<file path="src/hdl/assert_macros.svh">
// Assertion macros for the tilt angle pipeline.
`ifndef ASSERT_MACROS_SVH
`define ASSERT_MACROS_SVH
`ifndef NO_ASSERTIONS
`define ASSERT_CLK(label, clk, rst, prop, msg) \
   label: assert property (@(posedge clk) disable iff (rst) prop) else $error(msg);
`define ASSERT_NORST(label, clk, prop, msg) \
   label: assert property (@(posedge clk) prop) else $error(msg);
`else
`define ASSERT_CLK(label, clk, rst, prop, msg)
`define ASSERT_NORST(label, clk, prop, msg)
`endif
`endif

</file>
<file path="src/hdl/tilt_pkg.sv">
package tilt_pkg;
   localparam int SampleBitsDef = 8;
   localparam int FracBitsDef   = 8;
   localparam int AngleBits     = 16;
   localparam int CordicIters   = 20;
   localparam int AngFrac       = 16;
   // root and sample terms carry 16 fraction bits
   localparam int TermFrac      = 16;
   localparam int RootSteps     = 1;

   localparam logic [22:0] Deg90 = 23'(90 << AngFrac);

   typedef enum logic [1:0] {
      CASE_CORDIC = 2'b00,
      CASE_ZERO   = 2'b01,
      CASE_RIGHT  = 2'b10,
      CASE_UNDEF  = 2'b11
   } case_type;

   function automatic logic [22:0] atan_deg(input logic [4:0] i);
      logic [22:0] v;
      case (i)
         5'd0:  v = 23'd2949120;
         5'd1:  v = 23'd1740967;
         5'd2:  v = 23'd919879;
         5'd3:  v = 23'd466945;
         5'd4:  v = 23'd234379;
         5'd5:  v = 23'd117304;
         5'd6:  v = 23'd58666;
         5'd7:  v = 23'd29335;
         5'd8:  v = 23'd14668;
         5'd9:  v = 23'd7334;
         5'd10: v = 23'd3667;
         5'd11: v = 23'd1833;
         5'd12: v = 23'd917;
         5'd13: v = 23'd458;
         5'd14: v = 23'd229;
         5'd15: v = 23'd115;
         5'd16: v = 23'd57;
         5'd17: v = 23'd29;
         5'd18: v = 23'd14;
         5'd19: v = 23'd7;
         default: v = '0;
      endcase
      return v;
   endfunction
endpackage

</file>
<file path="src/hdl/tilt_cordic.sv">
// Pipelined CORDIC vectoring unit: angle of (den, num) plus rounding and sign.
module tilt_cordic #(
   parameter int SampleBits = tilt_pkg::SampleBitsDef,
   parameter int FracBits   = tilt_pkg::FracBitsDef,
   localparam int TermBits  = SampleBits + 16
) (
   input  logic                           clock,
   input  logic                           advance,
   input  logic [TermBits-1:0]            num,
   input  logic [TermBits-1:0]            den,
   input  logic                           neg,
   output logic [tilt_pkg::AngleBits-1:0] angle,
   output logic                           undef
);
   localparam int N  = tilt_pkg::CordicIters;
   localparam int VB = TermBits + 3;
   localparam int Sh = tilt_pkg::AngFrac - FracBits;

   logic signed [VB-1:0] x_ff [1:N];
   logic signed [VB-1:0] y_ff [1:N];
   logic signed [23:0]   z_ff [1:N];
   tilt_pkg::case_type   c_ff [1:N];
   logic                 n_ff [1:N];
   tilt_pkg::case_type   case_st;

   always_comb begin
      if (num == '0 && den == '0) case_st = tilt_pkg::CASE_UNDEF;
      else if (den == '0)         case_st = tilt_pkg::CASE_RIGHT;
      else if (num == '0)         case_st = tilt_pkg::CASE_ZERO;
      else                        case_st = tilt_pkg::CASE_CORDIC;
   end

   for (genvar i = 0; i < N; i++) begin : g_it
      logic signed [VB-1:0] x_st, y_st;
      logic signed [23:0]   z_st;
      tilt_pkg::case_type   c_st;
      logic                 n_st;
      if (i == 0) begin : g_first
         assign x_st = VB'(den);
         assign y_st = VB'(num);
         assign z_st = '0;
         assign c_st = case_st;
         assign n_st = neg;
      end else begin : g_next
         assign x_st = x_ff[i];
         assign y_st = y_ff[i];
         assign z_st = z_ff[i];
         assign c_st = c_ff[i];
         assign n_st = n_ff[i];
      end
      always_ff @(posedge clock) begin
         if (advance) begin
            if (!y_st[VB-1]) begin
               x_ff[i+1] <= x_st + (y_st >>> i);
               y_ff[i+1] <= y_st - (x_st >>> i);
               z_ff[i+1] <= z_st + $signed({1'b0, tilt_pkg::atan_deg(5'(i))});
            end else begin
               x_ff[i+1] <= x_st - (y_st >>> i);
               y_ff[i+1] <= y_st + (x_st >>> i);
               z_ff[i+1] <= z_st - $signed({1'b0, tilt_pkg::atan_deg(5'(i))});
            end
            c_ff[i+1] <= c_st;
            n_ff[i+1] <= n_st;
         end
      end
   end

   logic signed [23:0] mag_in, mag_ff;
   logic               neg_ff, undef_ff;
   always_comb begin
      case (c_ff[N])
         tilt_pkg::CASE_CORDIC: begin
            if (z_ff[N] < 0)                          mag_in = '0;
            else if (z_ff[N] > $signed({1'b0, tilt_pkg::Deg90})) mag_in = {1'b0, tilt_pkg::Deg90};
            else                                      mag_in = z_ff[N];
         end
         tilt_pkg::CASE_RIGHT: mag_in = {1'b0, tilt_pkg::Deg90};
         default:              mag_in = '0;
      endcase
   end

   always_ff @(posedge clock) begin
      if (advance) begin
         mag_ff   <= mag_in;
         neg_ff   <= n_ff[N];
         undef_ff <= (c_ff[N] == tilt_pkg::CASE_UNDEF);
      end
   end

   logic signed [24:0] rnd;
   logic signed [24:0] sgn;
   always_comb begin
      rnd = ({mag_ff[23], mag_ff} + 25'(1 << (Sh - 1))) >>> Sh;
      sgn = (neg_ff && !undef_ff) ? -rnd : rnd;
      if (sgn > 25'sd32767)       angle = 16'h7fff;
      else if (sgn < -25'sd32768) angle = 16'h8000;
      else                        angle = sgn[15:0];
   end
   assign undef = undef_ff;
endmodule
</file>
<file path="config.mk">
export PLATFORM = sky130hd
export DESIGN_NAME = tilt_cordic
export DESIGN_NICKNAME = d
export VERILOG_FILES = /design/src/hdl/assert_macros.svh /design/src/hdl/tilt_pkg.sv /design/src/hdl/tilt_cordic.sv
export SDC_FILE = /design/constraint.sdc
export NUM_CORES = 2
export LEC_CHECK = 0
export BUFFER_PORTS_ARGS = -buffer_cell sky130_fd_sc_hd__buf_4
export CORE_MARGIN = 3
export CORE_UTILIZATION = 39
export CTS_CLUSTER_DIAMETER = 150
export DETAILED_ROUTE_END_ITERATION = 7
export PLACE_DENSITY_LB_ADDON = 0.05
export SLEW_MARGIN = 20
export SYNTH_ARGS = -nofsm -noshare
export SYNTH_HDL_FRONTEND = slang
export SYNTH_SLANG_ARGS = --single-unit
</file>
<file path="constraint.sdc">
create_clock -name clock -period 5.6 [get_ports clock]
set_input_delay 0.56 -clock clock [delete_from_list [all_inputs] [get_ports clock]]
set_output_delay 0.56 -clock clock [all_outputs]
set_load 0.005 [all_outputs]
</file>
==> key figures <==
Placement
  – Hpwl dp: approximately 270 mm
  – Port-buffer cells: 67
  – GP Congestion: roughly 0.9
  – Cell total after placement: ~16000

Synth
  – Synth top area share: between 30% and 40%
  – Async set or reset register ratio after synthesis: 0%
  – Most area-hungry cell type in the Yosys netlist: edfxtp_1
  – Register area share after synthesis: 36.3%
  – Syn_nets: between 10000 and 15000
  – Number of synthesis warnings: 0
  – Main flop type after synthesis: edfxtp_1
  – Leading cell type by number of instances after synthesis: edfxtp_1
  – Syn avg cell area: 9.60 µm²
  – Number of distinct library cells after synthesis: 89
  – Mapped cell area: 119000 µm²
  – Post-Syn Instances: 12396
  – Yosys reg bits: 1438
  – Commonest cells in the netlist: edfxtp_1, ha_1, a21oi_1
  – Dominant cells by area after synthesis: edfxtp_1, ha_1, xnor2_1
  – Post-synth EDFFs: around 1400

GRT
  – Vias in the first global route: 90534
  – Largest net degree at the start of global routing: 99
  – Antenna violations before repair: 9
  – GRT Util Overall: roughly a fifth
  – First-pass GRT wire length: roughly 520 mm
  – GRT overflow: 0

Floorplan
  – Cell row count: about 200
  – Die Wd: around 560 µm
  – IO Pins: just under 70
  – Core Area: roughly 300000 µm²
  – Die area: between 300000 and 400000 µm²
  – Die height: around 560 µm
  – Initial core utilization: 39.2%

Cells and area
  – Final std cells w/o fill: 16724
  – Layout Utilization: a little over two fifths
  – Synth-to-Final Area Change: 10.1%
  – Register area: 43200 µm²
  – Final nets: between 10000 and 15000
  – Share of layout cells above drive strength 1: about 4.8%
  – Fill count: between 20000 and 30000
  – Multi-input gate area: between 70000 and 80000 µm²

Critical path
  – Critical path class: register to register
  – Worst Path Required: approximately 6200 ps
  – Crit end category: register
  – Crit Path Max Fanout: 6
  – Reg2Reg Setup Slack: around 500 ps
  – Crit start category: register
  – Data arrival time of the worst path: 5710 ps

STA
  – RSZ-0062 raised after global routing: no
  – Slew Limit Fails: 0
  – Tmin final: slightly above 5000 ps
  – Final period util: about nine tenths
  – Highest Clock Rate: ~200 MHz
  – Slew @ Worst Pin: about 1200 ps
  – Final Hold Vio Count: 0
  – Setup Skew: 43.0 ps
  – # setup viols final: 0
  – Max-slew headroom: 16.5%
  – Final setup TNS: 0 ps

Routing
  – DR vias: approximately 94000
  – DRC: 0
  – Drt first pass iters: 6
  – WL/cell: 20.1 µm
  – Antenna Violating Nets Remaining: 0
  – Vias per cell: around 5.6
  – Final wirelength: ~340 mm
  – Initial DRC count: 7232

Clock network
  – Clock tree buffer depth: 4
  – Clk slew on worst S/H paths: roughly 70 ps
  – CTS sink cnt: 1438
  – CTS tree: done
  – Setup bufs post-CTS: 0
  – Root Buffer: clkbuf_16
  – TritonCTS Buffers: roughly 190
  – Later-pin clock latency in the skew report: approximately 860 ps
  – H-tree level count: 4

Job
  – Number of max-cap violations: 0

Status
  – Status: complete, no violations

Min path
  – HP Class: input pin to register
==> routing by layer <==
layer  vias to the layer above  wire length (µm)  track usage, %
met4                         0              5250            3.53
met5                         -                 0               0
met3                       296             15300            2.61
met2                      1875            152000            33.8
met1                     45275            164000            30.3
li1                      46715                 -               -
==> layout by cell type (no fill, tap or decap), types with 166 or more instances in the layout <==
cell	count
xnor2_1	1060
ha_1	1379
nor3_1	379
xor2_1	559
inv_1	543
a21oi_1	1124
nor2_1	1009
o21a_1	180
buf_4	183
and3_1	166
edfxtp_1	1438
clkbuf_16	191
nand2_1	818
nand3_1	240
a21o_1	509
o21ai_0	702
==> final timing paths <==
check                   startpoint                       end  cells after the start
max          x_ff[0][28]$_DFFE_PP_     y_ff[0][79]$_DFFE_PP_                     16
min                        den[14]  c_ff[0][3]$_SDFFCE_PP1P_                      4
max reg2reg  x_ff[0][28]$_DFFE_PP_     y_ff[0][79]$_DFFE_PP_                     16
min reg2reg   c_ff[0][5]$_DFFE_PP_      c_ff[0][7]$_DFFE_PP_                      0
==> cells by family after synthesis <==
| family | count (synthesis) | synth area share, % |
|---|---|---|
| flip-flops | 1438 | 36.3 |
| buffers and inverters | 729 | 2.31 |
| AND/OR/NAND/NOR | 3493 | 14.2 |
| multiplexers | 70 | 0.610 |
| XOR/XNOR | 1619 | 11.9 |
| AO/OA/AOI/OAI | 3622 | 19.5 |
| adder cells (fa/ha/maj) | 1425 | 15.3 |
==> what timing repair did <==
item / in CTS / in global routing
endpoints found under the hold margin: 2 / 0
endpoints found under the setup margin: 0 / 2
gates resized for setup: 0 / 1
hold buffers: 3 / 0
==> stage by stage <==
step,hold WS (ps),instance area [µm²],setup WS (ps)
2_1_floorplan,400,119000,635
3_3_place_gp,401,125000,388
3_5_place_dp,405,125000,369
4_1_cts,9.45,131000,363
5_1_grt,53.9,131000,220
6_report,126,131000,499
==> critical path: stages (launching register included) <==
cell      delay [ps]
edfxtp_1         510
inv_1            100
ha_1             170
nand2_1          110
nor3_1           320
nor3b_2          520
nand2_1          270
o21ai_0          610
xnor2_1          200
ha_1             370
a21o_1           170
a31oi_1          210
inv_1            100
o31ai_1          530
a211o_1          210
o41ai_1           60
a2111o_1         380
==> registers in the layout, indices dropped and copies added (netlist names) <==
signal	count
z_ff	410
y_ff	485
mag_ff	16
c_ff	40
undef	1
neg_ff	1
n_ff	20
x_ff	465
==> cell type report <==
| type | count | share of cell area, % |
|---|---|---|
| antenna | 3 | 0.00573 |
| clock buffer | 215 | 3.72 |
| clock inverter | 123 | 1.00 |
| inverter | 548 | 1.57 |
| multi-input combinational | 10229 | 55.8 |
| sequential | 1438 | 33.0 |
| tap | 3978 | 3.80 |
| timing repair buffer | 190 | 1.14 |
Power is not shown: default switching activity piles up to over one toggle a cycle in this logic, so the estimate is an artifact.
