### src/hdl/assert_macros.svh
// Assertion macros for the tilt angle pipeline.
`ifndef ASSERT_MACROS_SVH
`define ASSERT_MACROS_SVH
`ifndef NO_ASSERTIONS
`define ASSERT_CLK(label, clk, rst, prop, msg) \
   label: assert property (@(posedge clk) disable iff (rst) prop) else $error(msg);
`define ASSERT_NORST(label, clk, prop, msg) \
   label: assert property (@(posedge clk) prop) else $error(msg);
`else
`define ASSERT_CLK(label, clk, rst, prop, msg)
`define ASSERT_NORST(label, clk, prop, msg)
`endif
`endif

### src/hdl/tilt_pkg.sv
package tilt_pkg;
   localparam int SampleBitsDef = 8;
   localparam int FracBitsDef   = 8;
   localparam int AngleBits     = 16;
   localparam int CordicIters   = 20;
   localparam int AngFrac       = 16;
   // root and sample terms carry 16 fraction bits
   localparam int TermFrac      = 16;
   localparam int RootSteps     = 1;

   localparam logic [22:0] Deg90 = 23'(90 << AngFrac);

   typedef enum logic [1:0] {
      CASE_CORDIC = 2'b00,
      CASE_ZERO   = 2'b01,
      CASE_RIGHT  = 2'b10,
      CASE_UNDEF  = 2'b11
   } case_type;

   function automatic logic [22:0] atan_deg(input logic [4:0] i);
      logic [22:0] v;
      case (i)
         5'd0:  v = 23'd2949120;
         5'd1:  v = 23'd1740967;
         5'd2:  v = 23'd919879;
         5'd3:  v = 23'd466945;
         5'd4:  v = 23'd234379;
         5'd5:  v = 23'd117304;
         5'd6:  v = 23'd58666;
         5'd7:  v = 23'd29335;
         5'd8:  v = 23'd14668;
         5'd9:  v = 23'd7334;
         5'd10: v = 23'd3667;
         5'd11: v = 23'd1833;
         5'd12: v = 23'd917;
         5'd13: v = 23'd458;
         5'd14: v = 23'd229;
         5'd15: v = 23'd115;
         5'd16: v = 23'd57;
         5'd17: v = 23'd29;
         5'd18: v = 23'd14;
         5'd19: v = 23'd7;
         default: v = '0;
      endcase
      return v;
   endfunction
endpackage

### src/hdl/tilt_sqrt.sv
// Pipelined integer square root of (s << 32), one result bit per stage.
// The root has SampleBits+16 bits; stages are grouped RootSteps bits each.
module tilt_sqrt #(
   parameter int SampleBits = tilt_pkg::SampleBitsDef,
   localparam int SumBits  = 2 * SampleBits,
   localparam int RootBits = SampleBits + 16
) (
   input  logic                clock,
   input  logic                advance,
   input  logic [SumBits-1:0]  sum_sq,
   output logic [RootBits-1:0] root
);
   localparam int RadBits = 2 * RootBits;
   localparam int Groups  = (RootBits + tilt_pkg::RootSteps - 1) / tilt_pkg::RootSteps;

   logic [RadBits-1:0]  rad_ff  [Groups];
   logic [RootBits-1:0] res_ff  [Groups];
   logic [RadBits+1:0]  rem_ff  [Groups];

   for (genvar g = 0; g < Groups; g++) begin : g_grp
      logic [RadBits-1:0]  rad_st, rad_in;
      logic [RootBits-1:0] res_st, res_in;
      logic [RadBits+1:0]  rem_st, rem_in;
      if (g == 0) begin : g_first
         assign rad_st = {sum_sq, 32'd0};
         assign res_st = '0;
         assign rem_st = '0;
      end else begin : g_next
         assign rad_st = rad_ff[g-1];
         assign res_st = res_ff[g-1];
         assign rem_st = rem_ff[g-1];
      end
      always_comb begin
         logic [RadBits+1:0] trial;
         rad_in = rad_st;
         res_in = res_st;
         rem_in = rem_st;
         for (int k = 0; k < tilt_pkg::RootSteps; k++) begin
            if (g * tilt_pkg::RootSteps + k < RootBits) begin
               rem_in = {rem_in[RadBits-1:0], rad_in[RadBits-1 -: 2]};
               rad_in = {rad_in[RadBits-3:0], 2'b00};
               trial  = (RadBits+2)'({res_in, 2'b01});
               if (rem_in >= trial) begin
                  rem_in = rem_in - trial;
                  res_in = {res_in[RootBits-2:0], 1'b1};
               end else begin
                  res_in = {res_in[RootBits-2:0], 1'b0};
               end
            end
         end
      end
      always_ff @(posedge clock) begin
         if (advance) begin
            rad_ff[g] <= rad_in;
            res_ff[g] <= res_in;
            rem_ff[g] <= rem_in;
         end
      end
   end

   assign root = res_ff[Groups-1];
endmodule

### config.mk
export PLATFORM = sky130hd
export DESIGN_NAME = tilt_sqrt
export DESIGN_NICKNAME = d
export VERILOG_FILES = /design/src/hdl/assert_macros.svh /design/src/hdl/tilt_pkg.sv /design/src/hdl/tilt_sqrt.sv
export SDC_FILE = /design/constraint.sdc
export NUM_CORES = 2
export LEC_CHECK = 0
export ABC_AREA = 1
export BUFFER_PORTS_ARGS = -buffer_cell sky130_fd_sc_hd__buf_2
export CAP_MARGIN = 15
export CORE_MARGIN = 1
export CORE_UTILIZATION = 55
export CTS_CLUSTER_SIZE = 14
export DETAILED_ROUTE_END_ITERATION = 10
export PLACE_DENSITY = 0.71
export SYNTH_ARGS = -nofsm -noshare
export SYNTH_HDL_FRONTEND = slang
export SYNTH_SLANG_ARGS = --single-unit
### constraint.sdc
create_clock -name clock -period 6 [get_ports clock]
set_input_delay 1.5 -clock clock [delete_from_list [all_inputs] [get_ports clock]]
set_output_delay 1.5 -clock clock [all_outputs]
set_load 0.05 [all_outputs]
==> summary.txt <==
Timing
  • Final count of pins violating max slew: 0
  • Max-slew headroom: 0.289
  • Final period utilization: 0.660
  • Final Worst Setup Slack: 2.04 ns
  • Max Freq: 0.253 GHz
  • Setup Skew: 0.0255 ns
  • Total count of hold-check failures in the final report: 0
  • Final setup violation count: 0
  • Unrepaired setup endpoints after global routing: no
  • Setup TNS: 0 ns
  • Transition at the pin with the smallest max-transition slack: 1.06 ns
  • Time the worst path needs with I/O delays and setup: 3.96 ns

Synth
  • Area fraction of the dominant cell type after synthesis: 0.457
  • Post-Synthesis Cells: 11900
  • Most common flop cell mapped by yosys: edfxtp_1
  • Sequential share of the synthesized area: 0.457
  • Synth warnings: 0
  • Count of unique library cells instantiated by Yosys: 56
  • Post-Syn Area per Cell: 7.58 sq um
  • Number of flip-flops and latches in the synthesized netlist: 1367
  • Cells taking the most area after synthesis: edfxtp_1, nand2_1, inv_1
  • Post-synth net total: 12200
  • FFs w/ async S/R, synth: 0
  • Number of enable-type register cells in the synthesized netlist: 1367
  • Cell area after technology mapping: 89900 sq um
  • Synth area leader: edfxtp_1

Worst setup path
  • Worst Reg2Reg Path Length in Cells: 13
  • CP dominant cell by count: nand2_1
  • Arrival time of the worst setup path: 4.56 ns
  • Crit path launch type: register
  • Slowest library cell on the worst path: clkinv_1
  • Worst setup endpoint: rem_ff[1][6]
  • Endpoint type of the worst setup path: register
  • Critical setup path kind: register to register
  • Terminus of the critical flop-to-flop path: rem_ff[1][6]
  • Largest stage delay, worst path: 0.99 ns
  • Worst-path maximum fanout: 35
  • Launch point of the critical path: res_ff[0][168]
  • Data required, critical path: 6.61 ns
  • Register-to-Register Setup Slack: 2.04 ns
  • Critical-path cell list: inv_1, ha_1, inv_1, fa_1, inv_1, nand3_1, nand2_1, nand2_1, nand2_1, nor2_1, nand2_1, clkinv_1, o21ai_0
  • RR Startpoint: res_ff[0][168]

Power and ir drop
  • Worst VDD drop: 0.325 mV
  • Static leakage power: 41.9 nW
  • Power density of the placed cells: 294 nW/um^2

Finish
  • Fraction of layout instances using a drive strength above 1: 0.0381
  • Post-route insts no fill: 14300
  • Net count reported at finish: 12300
  • Diode insertion count for antenna repair: 0
  • Area delta synth->final: 8.67%

Hold path
  • Hold WC Path Type: register to register
  • Cells on Worst Hold Path: 0

Route
  • Pre-antenna DRT Iters: 10
  • Via Count: 79800
  • DRT antenna net count: 0
  • Per-cell routed wire length: 20.1 um
  • WL final: 286000 um
  • Via density per instance: 5.59
  • Residual DRC: 0
  • Starting DRC count in detailed routing: 7934

Global route
  • Antenna violations before repair: 2
  • Global-route wire length before repair: 435000 um
  • Global routing met1 resource utilization: 0.429
  • Met3 layer usage reported by global route: 0.0539
  • Leftover overflow at the end of global routing: 0
  • Met2 capacity usage during global routing: 0.574
  • All-layer global routing usage: 0.344
  • Number of global-route vias before repair: 76200
  • Pin count of the biggest net entering global routing: 157
  • Top Usage Layer GRT: met2

Floorplan
  • Rows: 148
  • Initial Utilization: 0.553
  • Die Area: 165000 sq um
  • Overall die height: 406 um
  • Top-level port count: 42
  • Core Region: 163000 sq um
  • Die Wd: 406 um

Placement
  • Final weighted congestion in routability-driven placement: 1.01
  • Post-Place Cells: 14000
  • Port Buf Inserts: 41
  • Worst slack at placement: 2.07 ns
  • Sum of net half-perimeters after detailed placement: 229000 um

CTS
  • CTS tree: built
  • Hold Buf Count CTS: 0
  • Buffers inserted by post-CTS timing repair: 0
  • Clock root buffer: clkbuf_16
  • Longest Clk Path Bufs: 3
  • Cells resized by post-CTS repair: 0
  • Clock sink count: 1367
  • Number of CTS-inserted buffers: 154
  • H-tree levels: 4
  • Clock transition time at the flip-flop clock pins of the worst setup and hold paths: 0.06 ns
  • Worst-Skew Late Latency: 0.83 ns

Job
  • Number of maximum-capacitance constraint violations: 0

Run status
  • Run status: complete, no violations
## worst max-delay path: cells and delay by family (launching register included)
kind / cells / cell delay, ns
AO/OA/AOI/OAI: 1 / 0.54
adder cells (fa/ha/maj): 2 / 0.61
buffers and inverters: 4 / 1.32
flip-flops: 1 / 0.39
AND/OR/NAND/NOR: 6 / 0.88
## cell families (layout without fill, tap and decap cells)
family | count (synthesis) | count (layout) | synth area share
AOI/OAI and AO/OA | 1152 | 1152 | 0.0669
buffers and inverters | 2083 | 2324 | 0.0902
and+or+nand+nor | 6597 | 6597 | 0.308
DFF | 1367 | 1367 | 0.457
other | 1 | 1 | 0.0000417
xor gates and xnor gates | 351 | 351 | 0.0342
adders and majority gates | 310 | 310 | 0.0444
## layout make-up
class                           instances  area, sq um
Fill cell                           14900        64900
Sequential cell                      1367        41000
Multi-Input combinational cell       8411        40800
Inverter                             1977         7430
Clock buffer                          170         3960
Tap cell                             2175         2720
Clock inverter                        111         1240
Timing Repair Buffer                   66          558
## sequential cells by signal, indices dropped and copies added (netlist names)
register / flops
rem_ff: 1011
rad_ff: 56
res_ff: 300
## metal layers
layer	vias up	share of wire
met4	2	0.055
met3	771	0.071
met2	3384	0.47
met5	-	0.000038
li1	38800	-
met1	36800	0.40
## power by group
part           internal, W  total, W  switching [W]
clock              0.00567   0.00977        0.00410
sequential          0.0118    0.0129        0.00106
combinational      0.00186   0.00610        0.00424
total               0.0193    0.0287        0.00940
## synth_stat cells (all sizes together) (8+ instances only)
master,n
nand2,3404
buf,103
fa,15
nor3b,8
o211ai,11
xnor2,204
nor3,221
a21oi,566
nor2,1703
o21bai,15
inv,1974
and3,15
or2,48
nor4,35
nand3b,106
nand4,278
a21o,8
a21boi,8
xor2,147
ha,295
o21ai,533
nand3,744
edfxtp,1367
and2,31
## cells in the final DEF, fill, tap and decap left out, types with 9 or more instances in the layout
| cell type | netlist | routed |
|---|---|---|
| clkinvlp_4 | 0 | 9 |
| a21oi_1 | 546 | 546 |
| clkbuf_1 | 2 | 14 |
| clkinv_4 | 0 | 11 |
| nand3_1 | 736 | 736 |
| buf_4 | 12 | 13 |
| nand2_2 | 14 | 14 |
| bufinv_16 | 0 | 20 |
| xor2_1 | 147 | 147 |
| nor2_2 | 25 | 25 |
| o21ai_2 | 9 | 9 |
| o21bai_1 | 15 | 15 |
| ha_1 | 295 | 295 |
| clkbuf_16 | 0 | 156 |
| nand3b_1 | 106 | 106 |
| nor2_1 | 1672 | 1672 |
| buf_12 | 0 | 13 |
| and3_1 | 15 | 15 |
| clkinv_1 | 3 | 31 |
| o21ai_1 | 37 | 37 |
| o21ai_0 | 486 | 486 |
| inv_6 | 0 | 11 |
| nor4_1 | 35 | 35 |
| a21oi_2 | 20 | 20 |
| inv_2 | 15 | 15 |
| and2_1 | 30 | 30 |
| o211ai_1 | 11 | 11 |
| nand2_1 | 3390 | 3390 |
| edfxtp_1 | 1367 | 1367 |
| or2_2 | 46 | 46 |
| buf_2 | 70 | 40 |
| fa_1 | 15 | 15 |
| xnor2_1 | 204 | 204 |
| nand4_1 | 278 | 278 |
| nor3_1 | 214 | 214 |
| clkinv_2 | 0 | 24 |
| inv_1 | 1956 | 1956 |
## metrics by stage
step,hold WS (ns),area (sq um),power (W),util
final,0.417,97700,0.0287,0.601
after detailed placement,0.405,92500,0.0190,0.569
after floorplan,0.400,89900,0.0166,-
after global routing,0.420,97700,0.0300,0.601
after CTS,0.418,97700,0.0287,0.601
after global placement,0.401,92500,0.0189,0.569
## how the worst min path moves through the flow
stage / from / slack, ns / end
finish: rad_ff[0][130] / 0.42 / rad_ff[0][178]
global route: rad_ff[0][133] / 0.42 / rad_ff[0][181]
CTS: rad_ff[0][133] / 0.42 / rad_ff[0][181]
detailed placement: rad_ff[0][84] / 0.40 / rad_ff[0][132]
global placement: rad_ff[0][129] / 0.40 / rad_ff[0][177]
floorplan: rad_ff[0][80] / 0.40 / rad_ff[0][128]
Note: power is estimated with default switching activity, not from simulation.
